$ cat src/rtl/core/accel_axis_self_test_sequencer_macros.svh
// ----------------------------------------------------------------------------
// Assertion macros for the axis self-test sequencer
// Shared concurrent assertion forms, clocked on the rising edge and held off
// while reset is asserted.
// ----------------------------------------------------------------------------
`ifndef ACCEL_AXIS_SELF_TEST_SEQUENCER_MACROS_SVH
`define ACCEL_AXIS_SELF_TEST_SEQUENCER_MACROS_SVH

// Same-cycle implication.
`define AXST_ASSERT_NOW(lbl, clk, rst_n, ante, cons, msg) \
  lbl: assert property (@(posedge clk) disable iff (!rst_n) (ante) |-> (cons)) \
    else $error(msg);

// Next-cycle implication.
`define AXST_ASSERT_NEXT(lbl, clk, rst_n, ante, cons, msg) \
  lbl: assert property (@(posedge clk) disable iff (!rst_n) (ante) |=> (cons)) \
    else $error(msg);

`endif

$ cat src/rtl/core/axst_pkg.sv
// ----------------------------------------------------------------------------
// Axis self-test sequencer package
// Types, codes and constants shared by the sequencer modules.
// ----------------------------------------------------------------------------
`default_nettype none

package axst_pkg;

  localparam int unsigned SAMPLE_COUNT_DEF = 5;

  localparam int unsigned TIME_W  = 32;
  localparam int unsigned SMP_W   = 12;
  localparam int unsigned SUM_W   = 15;
  localparam int unsigned WIN_W   = 13;
  localparam int unsigned IVL_W   = 16;
  localparam int unsigned HELD_W  = 3;
  localparam int unsigned AXIS_W  = 2;
  localparam int unsigned CIDX_W  = 3;
  localparam int unsigned CDATA_W = 16;
  // Difference of the mean and the baseline, with sign.
  localparam int unsigned DIFF_W  = SUM_W + 2;

  localparam logic [TIME_W-1:0] SETTLE_MS = TIME_W'(100);

  localparam logic mode_poll  = 1'b0;
  localparam logic MODE_RESET = 1'b1;

  localparam logic [AXIS_W-1:0] AXIS_X = 2'd0;
  localparam logic [AXIS_W-1:0] AXIS_Y = 2'd1;
  localparam logic [AXIS_W-1:0] AXIS_Z = 2'd2;

  localparam logic signed [WIN_W-1:0] X_MIN_RST = -13'sd600;
  localparam logic signed [WIN_W-1:0] X_MAX_RST = -13'sd150;
  localparam logic signed [WIN_W-1:0] Y_MIN_RST = 13'sd150;
  localparam logic signed [WIN_W-1:0] Y_MAX_RST = 13'sd600;
  localparam logic signed [WIN_W-1:0] Z_MIN_RST = 13'sd250;
  localparam logic signed [WIN_W-1:0] Z_MAX_RST = 13'sd900;
  localparam logic [IVL_W-1:0]        IVL_RST   = 16'd500;

  typedef enum logic [1:0] {
    PH_IDLE     = 2'd0,
    PH_SAMPLING = 2'd1,
    PH_DONE     = 2'd2
  } phase_e;

  typedef enum logic [CIDX_W-1:0] {
    CFG_X_MIN    = 3'd0,
    CFG_X_MAX    = 3'd1,
    CFG_Y_MIN    = 3'd2,
    CFG_Y_MAX    = 3'd3,
    CFG_Z_MIN    = 3'd4,
    CFG_Z_MAX    = 3'd5,
    CFG_INTERVAL = 3'd6
  } cfg_idx_e;

  typedef struct packed {
    logic signed [WIN_W-1:0] x_min;
    logic signed [WIN_W-1:0] x_max;
    logic signed [WIN_W-1:0] y_min;
    logic signed [WIN_W-1:0] y_max;
    logic signed [WIN_W-1:0] z_min;
    logic signed [WIN_W-1:0] z_max;
    logic [IVL_W-1:0]        interval;
  } cfg_t;

  typedef struct packed {
    logic              axis_ok;
    logic              test_done;
    logic              self_test_on;
    logic [HELD_W-1:0] samples_held;
  } result_t;

endpackage

`default_nettype wire

$ cat src/rtl/core/accel_axis_self_test_sequencer.sv
// ----------------------------------------------------------------------------
// Accelerometer axis self-test sequencer
// Baseline, self-test drive, interval sampling and window verdict for one
// accelerometer axis, one status result per poll or reset item.
// ----------------------------------------------------------------------------
// The block takes one item per clock cycle and returns exactly one result
// for each, at the earliest in the cycle after the item is accepted, and later
// while the result side holds off. The whole update of the
// test state for an item (interval check, accumulate, mean by a constant
// reciprocal multiply, window compare) sits between the state registers and
// a two-entry output buffer, so items may arrive back to back; in_ready_o
// drops only when both output entries hold results not yet taken.
// Configuration writes are accepted in every cycle and should be issued only
// while no item is in flight.
`default_nettype none

module accel_axis_self_test_sequencer #(
  parameter int unsigned SAMPLE_COUNT = axst_pkg::SAMPLE_COUNT_DEF
) (
  input  logic                          clk_i,
  input  logic                          rst_ni,

  input  logic                          in_valid_i,
  output logic                          in_ready_o,
  input  logic                          mode_i,
  input  logic [axst_pkg::TIME_W-1:0]   now_ms_i,
  input  logic [axst_pkg::AXIS_W-1:0]   axis_i,
  input  logic [axst_pkg::SMP_W-1:0]    sample_mv_i,

  output logic                          out_valid_o,
  input  logic                          out_ready_i,
  output logic                          axis_ok_o,
  output logic                          test_done_o,
  output logic                          self_test_on_o,
  output logic [axst_pkg::HELD_W-1:0]   samples_held_o,

  input  logic                          cfg_valid_i,
  output logic                          cfg_ready_o,
  input  logic [axst_pkg::CIDX_W-1:0]   cfg_index_i,
  input  logic [axst_pkg::CDATA_W-1:0]  cfg_data_i
);

  axst_pkg::cfg_t    cfg_q, cfg_d;
  axst_pkg::result_t step_res;
  axst_pkg::result_t out_res;
  logic              in_fire;

  assign cfg_ready_o = 1'b1;
  assign in_fire     = in_valid_i && in_ready_o;

  always_comb begin
    cfg_d = cfg_q;
    if (cfg_valid_i) begin
      unique case (axst_pkg::cfg_idx_e'(cfg_index_i))
        axst_pkg::CFG_X_MIN:    cfg_d.x_min    = cfg_data_i[axst_pkg::WIN_W-1:0];
        axst_pkg::CFG_X_MAX:    cfg_d.x_max    = cfg_data_i[axst_pkg::WIN_W-1:0];
        axst_pkg::CFG_Y_MIN:    cfg_d.y_min    = cfg_data_i[axst_pkg::WIN_W-1:0];
        axst_pkg::CFG_Y_MAX:    cfg_d.y_max    = cfg_data_i[axst_pkg::WIN_W-1:0];
        axst_pkg::CFG_Z_MIN:    cfg_d.z_min    = cfg_data_i[axst_pkg::WIN_W-1:0];
        axst_pkg::CFG_Z_MAX:    cfg_d.z_max    = cfg_data_i[axst_pkg::WIN_W-1:0];
        axst_pkg::CFG_INTERVAL: cfg_d.interval = cfg_data_i[axst_pkg::IVL_W-1:0];
        default: begin
          cfg_d = cfg_q;
        end
      endcase
    end
  end

  always_ff @(posedge clk_i or negedge rst_ni) begin
    if (!rst_ni) begin
      cfg_q.x_min    <= axst_pkg::X_MIN_RST;
      cfg_q.x_max    <= axst_pkg::X_MAX_RST;
      cfg_q.y_min    <= axst_pkg::Y_MIN_RST;
      cfg_q.y_max    <= axst_pkg::Y_MAX_RST;
      cfg_q.z_min    <= axst_pkg::Z_MIN_RST;
      cfg_q.z_max    <= axst_pkg::Z_MAX_RST;
      cfg_q.interval <= axst_pkg::IVL_RST;
    end else begin
      cfg_q <= cfg_d;
    end
  end

  axst_step #(
    .SAMPLE_COUNT (SAMPLE_COUNT)
  ) u_step (
    .clk_i       (clk_i),
    .rst_ni      (rst_ni),
    .accept_i    (in_fire),
    .mode_i      (mode_i),
    .now_ms_i    (now_ms_i),
    .axis_i      (axis_i),
    .sample_mv_i (sample_mv_i),
    .cfg_i       (cfg_q),
    .res_o       (step_res)
  );

  axst_out_buf u_out_buf (
    .clk_i   (clk_i),
    .rst_ni  (rst_ni),
    .push_i  (in_fire),
    .data_i  (step_res),
    .ready_o (in_ready_o),
    .valid_o (out_valid_o),
    .ready_i (out_ready_i),
    .data_o  (out_res)
  );

  assign axis_ok_o      = out_res.axis_ok;
  assign test_done_o    = out_res.test_done;
  assign self_test_on_o = out_res.self_test_on;
  assign samples_held_o = out_res.samples_held;

endmodule

`default_nettype wire

$ cat src/rtl/core/axst_step.sv
// ----------------------------------------------------------------------------
// Axis self-test step logic
// Holds the test state and applies one accepted item to it per cycle,
// producing the status that follows the update.
// ----------------------------------------------------------------------------
`default_nettype none

`include "accel_axis_self_test_sequencer_macros.svh"

module axst_step #(
  parameter int unsigned SAMPLE_COUNT = axst_pkg::SAMPLE_COUNT_DEF
) (
  input  logic                             clk_i,
  input  logic                             rst_ni,
  input  logic                             accept_i,
  input  logic                             mode_i,
  input  logic [axst_pkg::TIME_W-1:0]      now_ms_i,
  input  logic [axst_pkg::AXIS_W-1:0]      axis_i,
  input  logic [axst_pkg::SMP_W-1:0]       sample_mv_i,
  input  axst_pkg::cfg_t                   cfg_i,
  output axst_pkg::result_t                res_o
);

  localparam int unsigned CNT_W   = $clog2(SAMPLE_COUNT + 1);
  localparam int unsigned SHIFT   = axst_pkg::SUM_W + $clog2(SAMPLE_COUNT);
  localparam int unsigned PROD_W  = SHIFT + axst_pkg::SUM_W;
  // Reciprocal of the sample count, rounded up; exact for every sum that fits.
  localparam logic [PROD_W-1:0] MEAN_MUL =
    PROD_W'(((64'd1 << SHIFT) + 64'(SAMPLE_COUNT) - 64'd1) / 64'(SAMPLE_COUNT));
  localparam logic [CNT_W-1:0] CNT_FULL = CNT_W'(SAMPLE_COUNT);

  axst_pkg::phase_e                  phase_q, phase_d;
  logic [CNT_W-1:0]                  count_q, count_d;
  logic [axst_pkg::TIME_W-1:0]       last_q, last_d;
  logic [axst_pkg::SMP_W-1:0]        base_q, base_d;
  logic [axst_pkg::SUM_W-1:0]        sum_q, sum_d;
  logic                              pass_q, pass_d;

  logic [axst_pkg::TIME_W-1:0]       elapsed;
  logic                              due;
  logic [PROD_W-1:0]                 prod;
  logic [axst_pkg::SUM_W-1:0]        mean;
  logic signed [axst_pkg::DIFF_W-1:0] mean_s;
  logic signed [axst_pkg::DIFF_W-1:0] base_s;
  logic signed [axst_pkg::DIFF_W-1:0] diff;
  logic signed [axst_pkg::DIFF_W-1:0] lo;
  logic signed [axst_pkg::DIFF_W-1:0] hi;
  logic                              axis_valid;
  logic                              in_window;

  assign elapsed = now_ms_i - last_q;
  assign due     = elapsed >= axst_pkg::TIME_W'(cfg_i.interval);

  assign prod   = PROD_W'(sum_q) * MEAN_MUL;
  assign mean   = prod[SHIFT +: axst_pkg::SUM_W];
  assign mean_s = axst_pkg::DIFF_W'(mean);
  assign base_s = axst_pkg::DIFF_W'(base_q);
  assign diff   = mean_s - base_s;

  always_comb begin
    lo         = '0;
    hi         = '0;
    axis_valid = 1'b1;
    unique case (axis_i)
      axst_pkg::AXIS_X: begin
        lo = axst_pkg::DIFF_W'(cfg_i.x_min);
        hi = axst_pkg::DIFF_W'(cfg_i.x_max);
      end
      axst_pkg::AXIS_Y: begin
        lo = axst_pkg::DIFF_W'(cfg_i.y_min);
        hi = axst_pkg::DIFF_W'(cfg_i.y_max);
      end
      axst_pkg::AXIS_Z: begin
        lo = axst_pkg::DIFF_W'(cfg_i.z_min);
        hi = axst_pkg::DIFF_W'(cfg_i.z_max);
      end
      default: begin
        axis_valid = 1'b0;
      end
    endcase
  end

  assign in_window = axis_valid && (diff >= lo) && (diff <= hi);

  // Next state.
  always_comb begin
    phase_d = phase_q;
    count_d = count_q;
    last_d  = last_q;
    base_d  = base_q;
    sum_d   = sum_q;
    pass_d  = pass_q;
    if (accept_i) begin
      if (mode_i == axst_pkg::MODE_RESET) begin
        phase_d = axst_pkg::PH_IDLE;
        count_d = '0;
        last_d  = '0;
        base_d  = '0;
        sum_d   = '0;
        pass_d  = 1'b0;
      end else begin
        unique case (phase_q)
          axst_pkg::PH_SAMPLING: begin
            if (count_q < CNT_FULL) begin
              if (due) begin
                sum_d   = sum_q + axst_pkg::SUM_W'(sample_mv_i);
                count_d = count_q + CNT_W'(1);
                last_d  = now_ms_i;
              end
            end else begin
              pass_d  = in_window;
              count_d = '0;
              phase_d = axst_pkg::PH_DONE;
            end
          end
          axst_pkg::PH_DONE: begin
            phase_d = axst_pkg::PH_DONE;
          end
          default: begin
            // Idle, and the unused phase code, start a new run.
            base_d  = sample_mv_i;
            sum_d   = '0;
            count_d = '0;
            last_d  = now_ms_i + axst_pkg::SETTLE_MS;
            phase_d = axst_pkg::PH_SAMPLING;
          end
        endcase
      end
    end
  end

  // Outputs follow the updated state.
  always_comb begin
    res_o.axis_ok      = pass_d;
    res_o.test_done    = (phase_d == axst_pkg::PH_DONE);
    res_o.self_test_on = (phase_d == axst_pkg::PH_SAMPLING);
    res_o.samples_held = axst_pkg::HELD_W'(count_d);
  end

  always_ff @(posedge clk_i or negedge rst_ni) begin
    if (!rst_ni) begin
      phase_q <= axst_pkg::PH_IDLE;
      count_q <= '0;
      last_q  <= '0;
      base_q  <= '0;
      sum_q   <= '0;
      pass_q  <= 1'b0;
    end else begin
      phase_q <= phase_d;
      count_q <= count_d;
      last_q  <= last_d;
      base_q  <= base_d;
      sum_q   <= sum_d;
      pass_q  <= pass_d;
    end
  end

  `AXST_ASSERT_NOW(a_count_range, clk_i, rst_ni, 1'b1, count_q <= CNT_FULL, "sample count overran")
  `AXST_ASSERT_NOW(a_idle_clear, clk_i, rst_ni, phase_q == axst_pkg::PH_IDLE, (sum_q == '0) && (count_q == '0) && !pass_q, "idle with stale state")
  `AXST_ASSERT_NOW(a_done_count, clk_i, rst_ni, phase_q == axst_pkg::PH_DONE, count_q == '0, "verdict held with samples")
  `AXST_ASSERT_NEXT(a_reset_item, clk_i, rst_ni, accept_i && (mode_i == axst_pkg::MODE_RESET), (phase_q == axst_pkg::PH_IDLE) && (last_q == '0), "reset item did not clear")
  `AXST_ASSERT_NEXT(a_start, clk_i, rst_ni, accept_i && (mode_i == axst_pkg::mode_poll) && (phase_q == axst_pkg::PH_IDLE), (phase_q == axst_pkg::PH_SAMPLING) && (count_q == '0), "start poll did not begin sampling")

endmodule

`default_nettype wire

$ cat src/rtl/core/axst_out_buf.sv
// ----------------------------------------------------------------------------
// Axis self-test result buffer
// Two-entry output stage: a result register plus a skid register, so the
// input side sees a registered ready, held low only while the skid is full.
// ----------------------------------------------------------------------------
`default_nettype none

module axst_out_buf (
  input  logic              clk_i,
  input  logic              rst_ni,
  input  logic              push_i,
  input  axst_pkg::result_t data_i,
  output logic              ready_o,
  output logic              valid_o,
  input  logic              ready_i,
  output axst_pkg::result_t data_o
);

  logic              main_vld_q, main_vld_d;
  logic              skid_vld_q, skid_vld_d;
  axst_pkg::result_t main_q, main_d;
  axst_pkg::result_t skid_q, skid_d;
  logic              pop;

  assign pop     = main_vld_q && ready_i;
  assign ready_o = !skid_vld_q;
  assign valid_o = main_vld_q;
  assign data_o  = main_q;

  always_comb begin
    main_vld_d = main_vld_q;
    skid_vld_d = skid_vld_q;
    main_d     = main_q;
    skid_d     = skid_q;
    if (skid_vld_q) begin
      // No push can arrive while the skid entry is full.
      if (pop) begin
        main_d     = skid_q;
        skid_vld_d = 1'b0;
      end
    end else if (push_i) begin
      if (!main_vld_q || pop) begin
        main_d     = data_i;
        main_vld_d = 1'b1;
      end else begin
        skid_d     = data_i;
        skid_vld_d = 1'b1;
      end
    end else if (pop) begin
      main_vld_d = 1'b0;
    end
  end

  always_ff @(posedge clk_i or negedge rst_ni) begin
    if (!rst_ni) begin
      main_vld_q <= 1'b0;
      skid_vld_q <= 1'b0;
    end else begin
      main_vld_q <= main_vld_d;
      skid_vld_q <= skid_vld_d;
    end
  end

  always_ff @(posedge clk_i) begin
    main_q <= main_d;
    skid_q <= skid_d;
  end

endmodule

`default_nettype wire
$ cat config.mk
export PLATFORM = sky130hd
export DESIGN_NAME = accel_axis_self_test_sequencer
export DESIGN_NICKNAME = d
export VERILOG_FILES = /design/src/rtl/core/axst_pkg.sv /design/src/rtl/core/accel_axis_self_test_sequencer.sv /design/src/rtl/core/axst_step.sv /design/src/rtl/core/axst_out_buf.sv
export VERILOG_INCLUDE_DIRS = /design/src /design/src/rtl/core
export SDC_FILE = /design/constraint.sdc
export NUM_CORES = 1
export LEC_CHECK = 0
export BUFFER_PORTS_ARGS = -buffer_cell sky130_fd_sc_hd__buf_2
export CORE_MARGIN = 2
export CORE_UTILIZATION = 55
export CTS_CLUSTER_SIZE = 25
export DETAILED_ROUTE_END_ITERATION = 7
export PLACE_DENSITY = 0.74
export SKIP_LAST_GASP = 1
export SYNTH_ARGS = -nofsm -noshare
export SYNTH_HDL_FRONTEND = slang
export SYNTH_SLANG_ARGS = --single-unit
export TNS_END_PERCENT = 20
$ cat constraint.sdc
create_clock -name clk_i -period 9 [get_ports clk_i]
set_input_delay 0.9 -clock clk_i [delete_from_list [all_inputs] [get_ports clk_i]]
set_output_delay 0.9 -clock clk_i [all_outputs]
set_load 0.01 [all_outputs]
# Word-level counts from Yosys, hierarchy flattened
# Cells that the tools add are included.
# word_totals
regBits	173
in_bits	71
out_inout_bits	9
word_cells	116
# classes
addsub	5
multipliers	1
n_lt_le_gt_ge	4
eq_ne	18
mux	37
bitwise	2
reduce_logical	26
# ops
op	count
17-bit case mux with 3 select lines	2
32-bit 2-to-1 mux	3
32-bit case mux with 2 select lines	1
15-bit 2-to-1 mux	3
32-bit by 7-bit adder with 32-bit output, second input constant	1
32-bit by 16-bit >= comparator with 1-bit output	1
32-bit subtractor	1
15-bit by 16-bit multiplier with 31-bit output, second input constant	1
15-bit case mux with 2 select lines	1
12-bit 2-to-1 mux	2
6-bit 2-to-1 mux	4
17-bit >= comparator	1
17-bit less-or-equal comparator	1
2-bit AND reduction	8
15-bit by 12-bit adder with 15-bit output	1
13-bit by 12-bit subtractor with 14-bit output	1
1-bit 2-to-1 mux	12
3-bit 2-to-1 mux	4
3-bit equality test, second input constant	3
3-bit AND reduction	3
2-bit by 1-bit equality test with 1-bit output, second input constant	3
2-bit equality test, second input constant	3
3-bit by 2-bit equality test with 1-bit output, second input constant	2
2-bit 2-to-1 mux	3
other kinds (18)	28

# Depth between registers and ports, before layout
# Gate-level depths: netlist of the first run.
# logic_depth
word_depth	12
ltp_mapped	43
depth_no_buf	43

# Hierarchy
# From an unflattened synthesis of the first run, not the netlist that was laid out.
# unflattened
hier_cells	1591
area_unflattened_um2	15581.2
# modules_own_cells
module	instances	cells_each	area_per_inst_um2	seq_area_each_um2
axst_step	1	1356	11388.4	1626.6
accel_axis_self_test_sequencer	1	205	3623.5	2402.3
axst_out_buf	1	30	569.3	410.4

# Least setup slack after synthesis of the first run
# Ideal clock, no wire load.
# synth_path
kind	flip-flop to flip-flop
start	register u_step.sum_q[13] (netlist bit)
end	register u_out_buf.skid_q[5] (netlist bit), data pin
setup_time_ns	0.278
arrival_time_ns	8.270
t_required_ns	8.722
setup_slack_ns	0.451
path_stages_with_launch	41
n_path_buf	0
period_less_slack_ns	8.549
path_cell_list	dfrtp_1 > inv_1 > ha_1 > fa_1 > fa_1 > fa_1 > inv_1 > fa_1 > inv_1 > fa_1 > inv_1 > ha_1 > nand4_1 > nor2_1 > a31oi_1 > nand3_1 > and2_1 > nor2_1 > [5 not listed] > a31o_2 > nor4b_1 > nor2_1 > a21oi_1 > nor2b_1 > nor2_1 > xnor2_1 > ha_1 > and4_1 > a31oi_1 > o21ai_0 > nor3_1 > o31ai_1 > maj3_1 > nor4b_1 > a211oi_1 > o211ai_1 > o21ai_0
# synth_lines
item	line_no	text
start: declaration	axst_step.sv:36	logic [axst_pkg::SUM_W-1:0] sum_q, sum_d;
start signal: assignment	axst_step.sv:153	sum_q <= sum_d;
end signal: assignment	axst_out_buf.sv:66	skid_q <= skid_d;
end: declaration	axst_out_buf.sv:22	axst_pkg::result_t skid_q, skid_d;

==> results of run 1 <==
==> Yosys cell counts (10+ instances only) <==
cell type and number:
ha_1 211, inv_1 169, dfrtp_1 121, o21ai_0 104, nor2_1 98, a21oi_1 96, mux2_2 96, nand2_1 91
fa_1 58, xnor2_1 49, clkbuf_1 40, dfstp_2 40, mux2i_1 39, o41ai_1 39, xor2_1 38, a21o_1 29
nand3_1 29, nand2b_1 26, nor3_1 25, nand4_1 20, and3_1 17, and2_1 15, nor2b_1 15, a211oi_1 13
edfxtp_1 12, o211ai_1 11, buf_2 10, nor3b_1 10, o31ai_1 10
==> worst min-delay path, cell delays in order, from the launching register on <==
cell and delay [ns]:
dfrtp_1 0.35, nand2_1 0.05, o21ai_0 0.06
==> final cells by class <==
cell class | instances | area [sq um]
clock inverters | 12 | 175.2
inverters | 169 | 634.4
clock buffers | 20 | 446.7
well taps | 384 | 480.5
fillers | 2419 | 10760
repair buffers | 118 | 696.9
flip-flops and latches | 173 | 4442
multi-input cells | 1266 | 10910
==> through the flow <==
step	setup WS (ns)	instance area (sq um)
final	0.3053	17780
after global routing	-0.1262	17780
after CTS	0.01852	17430
after detailed placement	-0.1415	16790
after global placement	-0.003487	16790
after floorplan	0.4514	15900
==> layer usage <==
layer / share of wire (%) / vias to the layer above / wire (um)
met5: 0.033 / - / 13
li1: - / 6121 / -
met3: 3.7 / 70 / 1443
met4: 3.1 / 2 / 1203
met1: 44 / 6280 / 17110
met2: 49 / 298 / 19090
==> how the worst max path moves through the flow <==
| stage | endpoint | slack (ns) | cells past startpoint |
|---|---|---|---|
| final | u_out_buf.skid_q[5] | 0.31 | 40 |
| after global routing | u_out_buf.skid_q[5] | -0.13 | 42 |
| after CTS | u_out_buf.skid_q[5] | 0.02 | 43 |
| after detailed placement | u_out_buf.skid_q[5] | -0.14 | 40 |
| after global placement | u_out_buf.skid_q[5] | -0.003 | 40 |
| after floorplan | u_out_buf.skid_q[5] | 0.45 | 40 |
==> logic make-up after synthesis <==
family / after synthesis
AOI/OAI and AO/OA: 386
and+or+nand+nor: 385
adders and majority gates: 270
buffers and inverters: 226
DFF: 173
muxes: 136
xor gates and xnor gates: 88
other: 1
==> repair_timing <==
item	4_1_cts	5_1_grt
resized for setup	3	48
gates cloned	0	0
setup endpoints to repair	3	3
pin swaps	1	34
setup buffers	1	9
==> state kept, by name, indices dropped and copies added, names as in the netlist <==
signal	count
u_out_buf.skid_vld_q	1
u_step.phase_q	2
u_step.count_q	3
u_step.sum_q	15
u_step.last_q	32
u_step.base_q	12
u_out_buf.data_o	6
u_out_buf.valid_o	1
u_out_buf.skid_q	6
cfg_q	94
u_step.pass_q	1
==> metrics.cfg, run 1 <==
[grt]
grt_pass1_vias=12582
use_met3_pct=3.215
grt_max_degree=111
top_usage_layer=met2
grt_util_met1_pct=33.16
grt_pass1_wl_mm=62.94
overflow=0
antenna_found_initial=1
use_met2_pct=44.27
gr-usage-all-layers_pct=25.66

[synthesis]
yosys_warnings=0
synthAdderAreaFrac_pct=23.97
muxShareOfSynthArea_pct=9.349
synth_xor_area_share_pct=4.934
synth_area_leaders=dfrtp_1, ha_1, fa_1
synth_top_family_by_area=adder cells
synth.distinct_cells=86
ys_seq_area_share_pct=27.92
synth_top_cell_by_area=dfrtp_1
synth-simple-area-share_pct=12.28
synth_async_sr_flop_share_pct=93.06
synth-edff-count=12
synth_seq_cells=173
synth_area_sq_um=15900
syn_avg_cell_area_sq_um=9.549
syn_nets=2005
synth_compound_area_share_pct=15.96
synth_top_area_share_pct=19.04
synth_flop_cell=dfrtp_1
synthCells=1665

[clock_tree]
cts_buffers=17
clkSinkCount=173
htreeDepth=4
cts_hold_buffers=0
cts_tree=done
clockRootBuffer=clkbuf_16
clk_latency_ns=0.45
cts.path.max_buffers=2
clk_pin_slew_ns=0.07

[timing]
slew_violations=0
maxSlewHeadroom_pct=13.51
finalSetupViolations=0
fin_hold_ws_ns=0.4922
hold_violations=0
finalSetupTns_ns=0
tightest_slew_ns=1.292
fmax_mhz=115.0
finalCriticalPeriod_ns=8.695
skew_ns=0.01145
period_share_pct=96.61

[worst_setup_path]
cp_slowest_stage_delay_ns=0.52
crit_required_ns=9.28
crit_top_cell=inv_1
crit_buf_inv=5
r2r_end=u_out_buf.skid_q[5]
reg2reg_slack_ns=0.31
reg2reg_from=u_step.sum_q[13]
critPathKind=flop to flop
end_kind=flop
crit_start=u_step.sum_q[13]
cp.arrival_ns=8.98
r2r_cells=40
cp_top_family=adder cells
critPathSlowestCell=fa_1
cp_max_fo=4
crit_path_start_kind=flop

[final_layout]
layout_commonest_cell=ha_1
fin_cells=2142
drive_above_1_share_pct=20.14
syn_to_final_growth_pct=11.85
finish.utilization_pct=62.29
antenna_cells=0
num-nets-final=2085
final_cell_mix=ha_1, inv_1, dfrtp_1

[placed_design]
hpwl_mm=29.55
gp_congestion=0.8910
portBuffers=78
placed_cells=2100

[drt]
ant_nets=0
avgRoutedWirePerCell_um=18.14
drtPass1Iterations=7
drc=0
wl_mm=38.86
routed_via_density=5.962
vias=12771
drtIter0Drc=686

[flow_run]
maxCapViolations=0

[floorplan]
io_pins=80
die_w_um=174.0
dieArea_sq_um=30280
start_util_pct=55.69
fp.dieH_um=174.0
rows=62
core_sq_um=28550

[worst_hold_path]
hp-start=u_step.base_q[2]
hp-class=flop to flop
hold_path_depth=2
hold_path_end=u_step.base_q[2]

[run_status]
status=completed

Power of run 1 is left out: the tool's default activity adds up to more than one toggle a clock period on the data nets, which glitch-free logic cannot reach.
==> run 2, diff against run 1 <==
- RECOVER_POWER: default -> 50
==> run 2 against run 1 <==
Net effect:
- first-iteration DRC count up 2.5%
- die area unchanged
- utilization down 0.15 points
- the flow now finishes with violations (max-capacitance violations, max-slew violations)
- wire length down 0.20%
- global-route usage unchanged
==> metrics.cfg, run 2 (synthesis gave the netlist of run 1 again) <==
[placed_design]
portBuffers=78  ; unchanged
dpl_cell_area_sq_um=16790  ; unchanged
post-place-ws_ns=-0.1415  ; unchanged
placed_cells=2100  ; unchanged
hpwl_mm=29.55  ; unchanged
gp_congestion=0.8910  ; unchanged

[final_layout]
layout_commonest_cell=ha_1
reg.largest.list=cfg_q: 94 flops, u_step.last_q: 32 flops, u_step.sum_q: 15 flops
largest_reg_flops=94  ; unchanged
final_cell_mix=ha_1, inv_1, dfrtp_1
antenna_cells=0  ; unchanged
fin_cells=2142  ; unchanged
largest_register=cfg_q
fin_area_sq_um=17740  ; -0.24%
drive_above_1_share_pct=19.28  ; -0.85 points
syn_to_final_growth_pct=11.58
num-nets-final=2085  ; unchanged

[timing]
skew_ns=0.01277  ; +0.001325 ns
finalSetupTns_ns=0  ; unchanged
finalCriticalPeriod_ns=8.695  ; +0.0004880 ns
tightest_slew_ns=5.937  ; +4.646 ns
finalSetupViolations=0  ; unchanged
timing.final.ws_setup_ns=0.3048  ; -0.0004880 ns
period_share_pct=96.61  ; about the same
fmax_mhz=115.0  ; about the same
maxSlewHeadroom_pct=-295.8  ; -310 points
slew_violations=125  ; +125
hold_violations=0  ; unchanged

[grt]
overflow=0  ; unchanged
grt_pass1_wl_mm=62.94  ; unchanged
grt_pass1_vias=12582  ; unchanged
antenna_found_initial=1  ; unchanged
grt_max_degree=111  ; unchanged
gr-usage-all-layers_pct=25.66  ; unchanged

[clock_tree]
clkSinkCount=173  ; unchanged
clockRootBuffer=clkbuf_16
cts_tree=done
htreeDepth=4  ; unchanged
clk_pin_slew_ns=0.07  ; about the same
clk_latency_ns=0.45  ; about the same
cts_hold_buffers=0  ; unchanged
cts.path.max_buffers=2  ; unchanged
cts_buffers=17  ; unchanged

[drt]
ant_nets=0  ; unchanged
vias=12762  ; -0.070%
wl_mm=38.78  ; -0.20%
drtPass1Iterations=8  ; +1
routed_via_density=5.958  ; about the same
drc=0  ; unchanged
drtIter0Drc=703  ; +2.5%
avgRoutedWirePerCell_um=18.10  ; -0.20%

[floorplan]
fp.dieH_um=174.0  ; unchanged
io_pins=80  ; unchanged
die_w_um=174.0  ; unchanged
core_sq_um=28550  ; unchanged
rows=62  ; unchanged
dieArea_sq_um=30280  ; unchanged
start_util_pct=55.69  ; unchanged

[worst_hold_path]
hp-class=flop to flop
hold_path_depth=2  ; unchanged

[worst_setup_path]
cp_slowest_stage_delay_ns=0.52  ; about the same
critPathKind=flop to flop
critPathSlowestCell=fa_1
crit_required_ns=9.28  ; about the same
cp.arrival_ns=8.97  ; about the same
crit_top_cell=inv_1
cp_max_fo=4  ; unchanged
crit_path_start_kind=flop
end_kind=flop
r2r_cells=40  ; unchanged

[run_status]
violations=max-capacitance violations, max-slew violations
status=finished, violations left

[flow_run]
maxCapViolations=2  ; +2

run 2: changes by cell type in the layout (fill, tap and decap cells not counted):
cell / previous run / this run
buf_2: 77 / 68
buf_4: 40 / 36
buf_6: 1 / 0
clkbuf_1: 2 / 15
clkbuf_2: 0 / 1
nor3_1: 22 / 23
nor3_2: 4 / 3
nor3b_1: 8 / 9
nor3b_2: 2 / 1
o21ai_0: 98 / 99
o21ai_1: 6 / 5
run 2: per-stage QoR:
step	util [%]	hold slack [ns]
after floorplan	-	0.4498
after global placement	58.81	0.4673
after detailed placement	58.81	0.4748
after CTS	61.06	0.4909
after global routing	62.14	0.5154
final	62.14	0.4922
run 2: worst paths after layout:
kind | from | endpoint | slack (ns)
max reg2reg | u_step.sum_q[13] | u_out_buf.data_o[5] | 0.30
max | u_step.sum_q[13] | u_out_buf.data_o[5] | 0.30
min | u_step.base_q[7] | u_step.base_q[7] | 0.49
min in group asynchronous | rst_ni | cfg_q[63] | 2.66
max in group asynchronous | rst_ni | u_step.sum_q[10] | 2.69
min reg2reg | u_step.base_q[7] | u_step.base_q[7] | 0.49
run 2: cell type report:
cell class / count / area, sq um
clock buffer: 20 / 446.7
fill: 2429 / 10810
sequential: 173 / 4442
tap: 384 / 480.5
clock inverter: 12 / 175.2
timing repair buffer: 118 / 664.4
inverter: 169 / 634.4
multi-input combinational: 1266 / 10900
run 2: repair_timing:
item / in CTS / in global routing
buffers inserted: 1 / 9
resized for setup: 3 / 48
setup endpoints to repair: 3 / 3
endpoints found under the hold margin: 0 / 0
pin swaps: 1 / 34
run 2: metal layers:
metal  share of wire, %  wire, um  track usage, %
met5              0.034        13               0
met4                3.2      1230           9.349
met3                3.6      1392           3.215
met2                 49     19080           44.27
met1                 44     17070           33.16
run 2: worst max-delay path, delay by kind of cell, from the launching register on:
family                     cells  cell delay, ns
adders and majority gates      9            3.26
and+or+nand+nor               12            1.57
buffers and inverters          5            0.41
xor gates and xnor gates       2            0.28
DFF                            1            0.39
AOI/OAI and AO/OA             12            2.58
Power of run 2 is left out for the same reason.
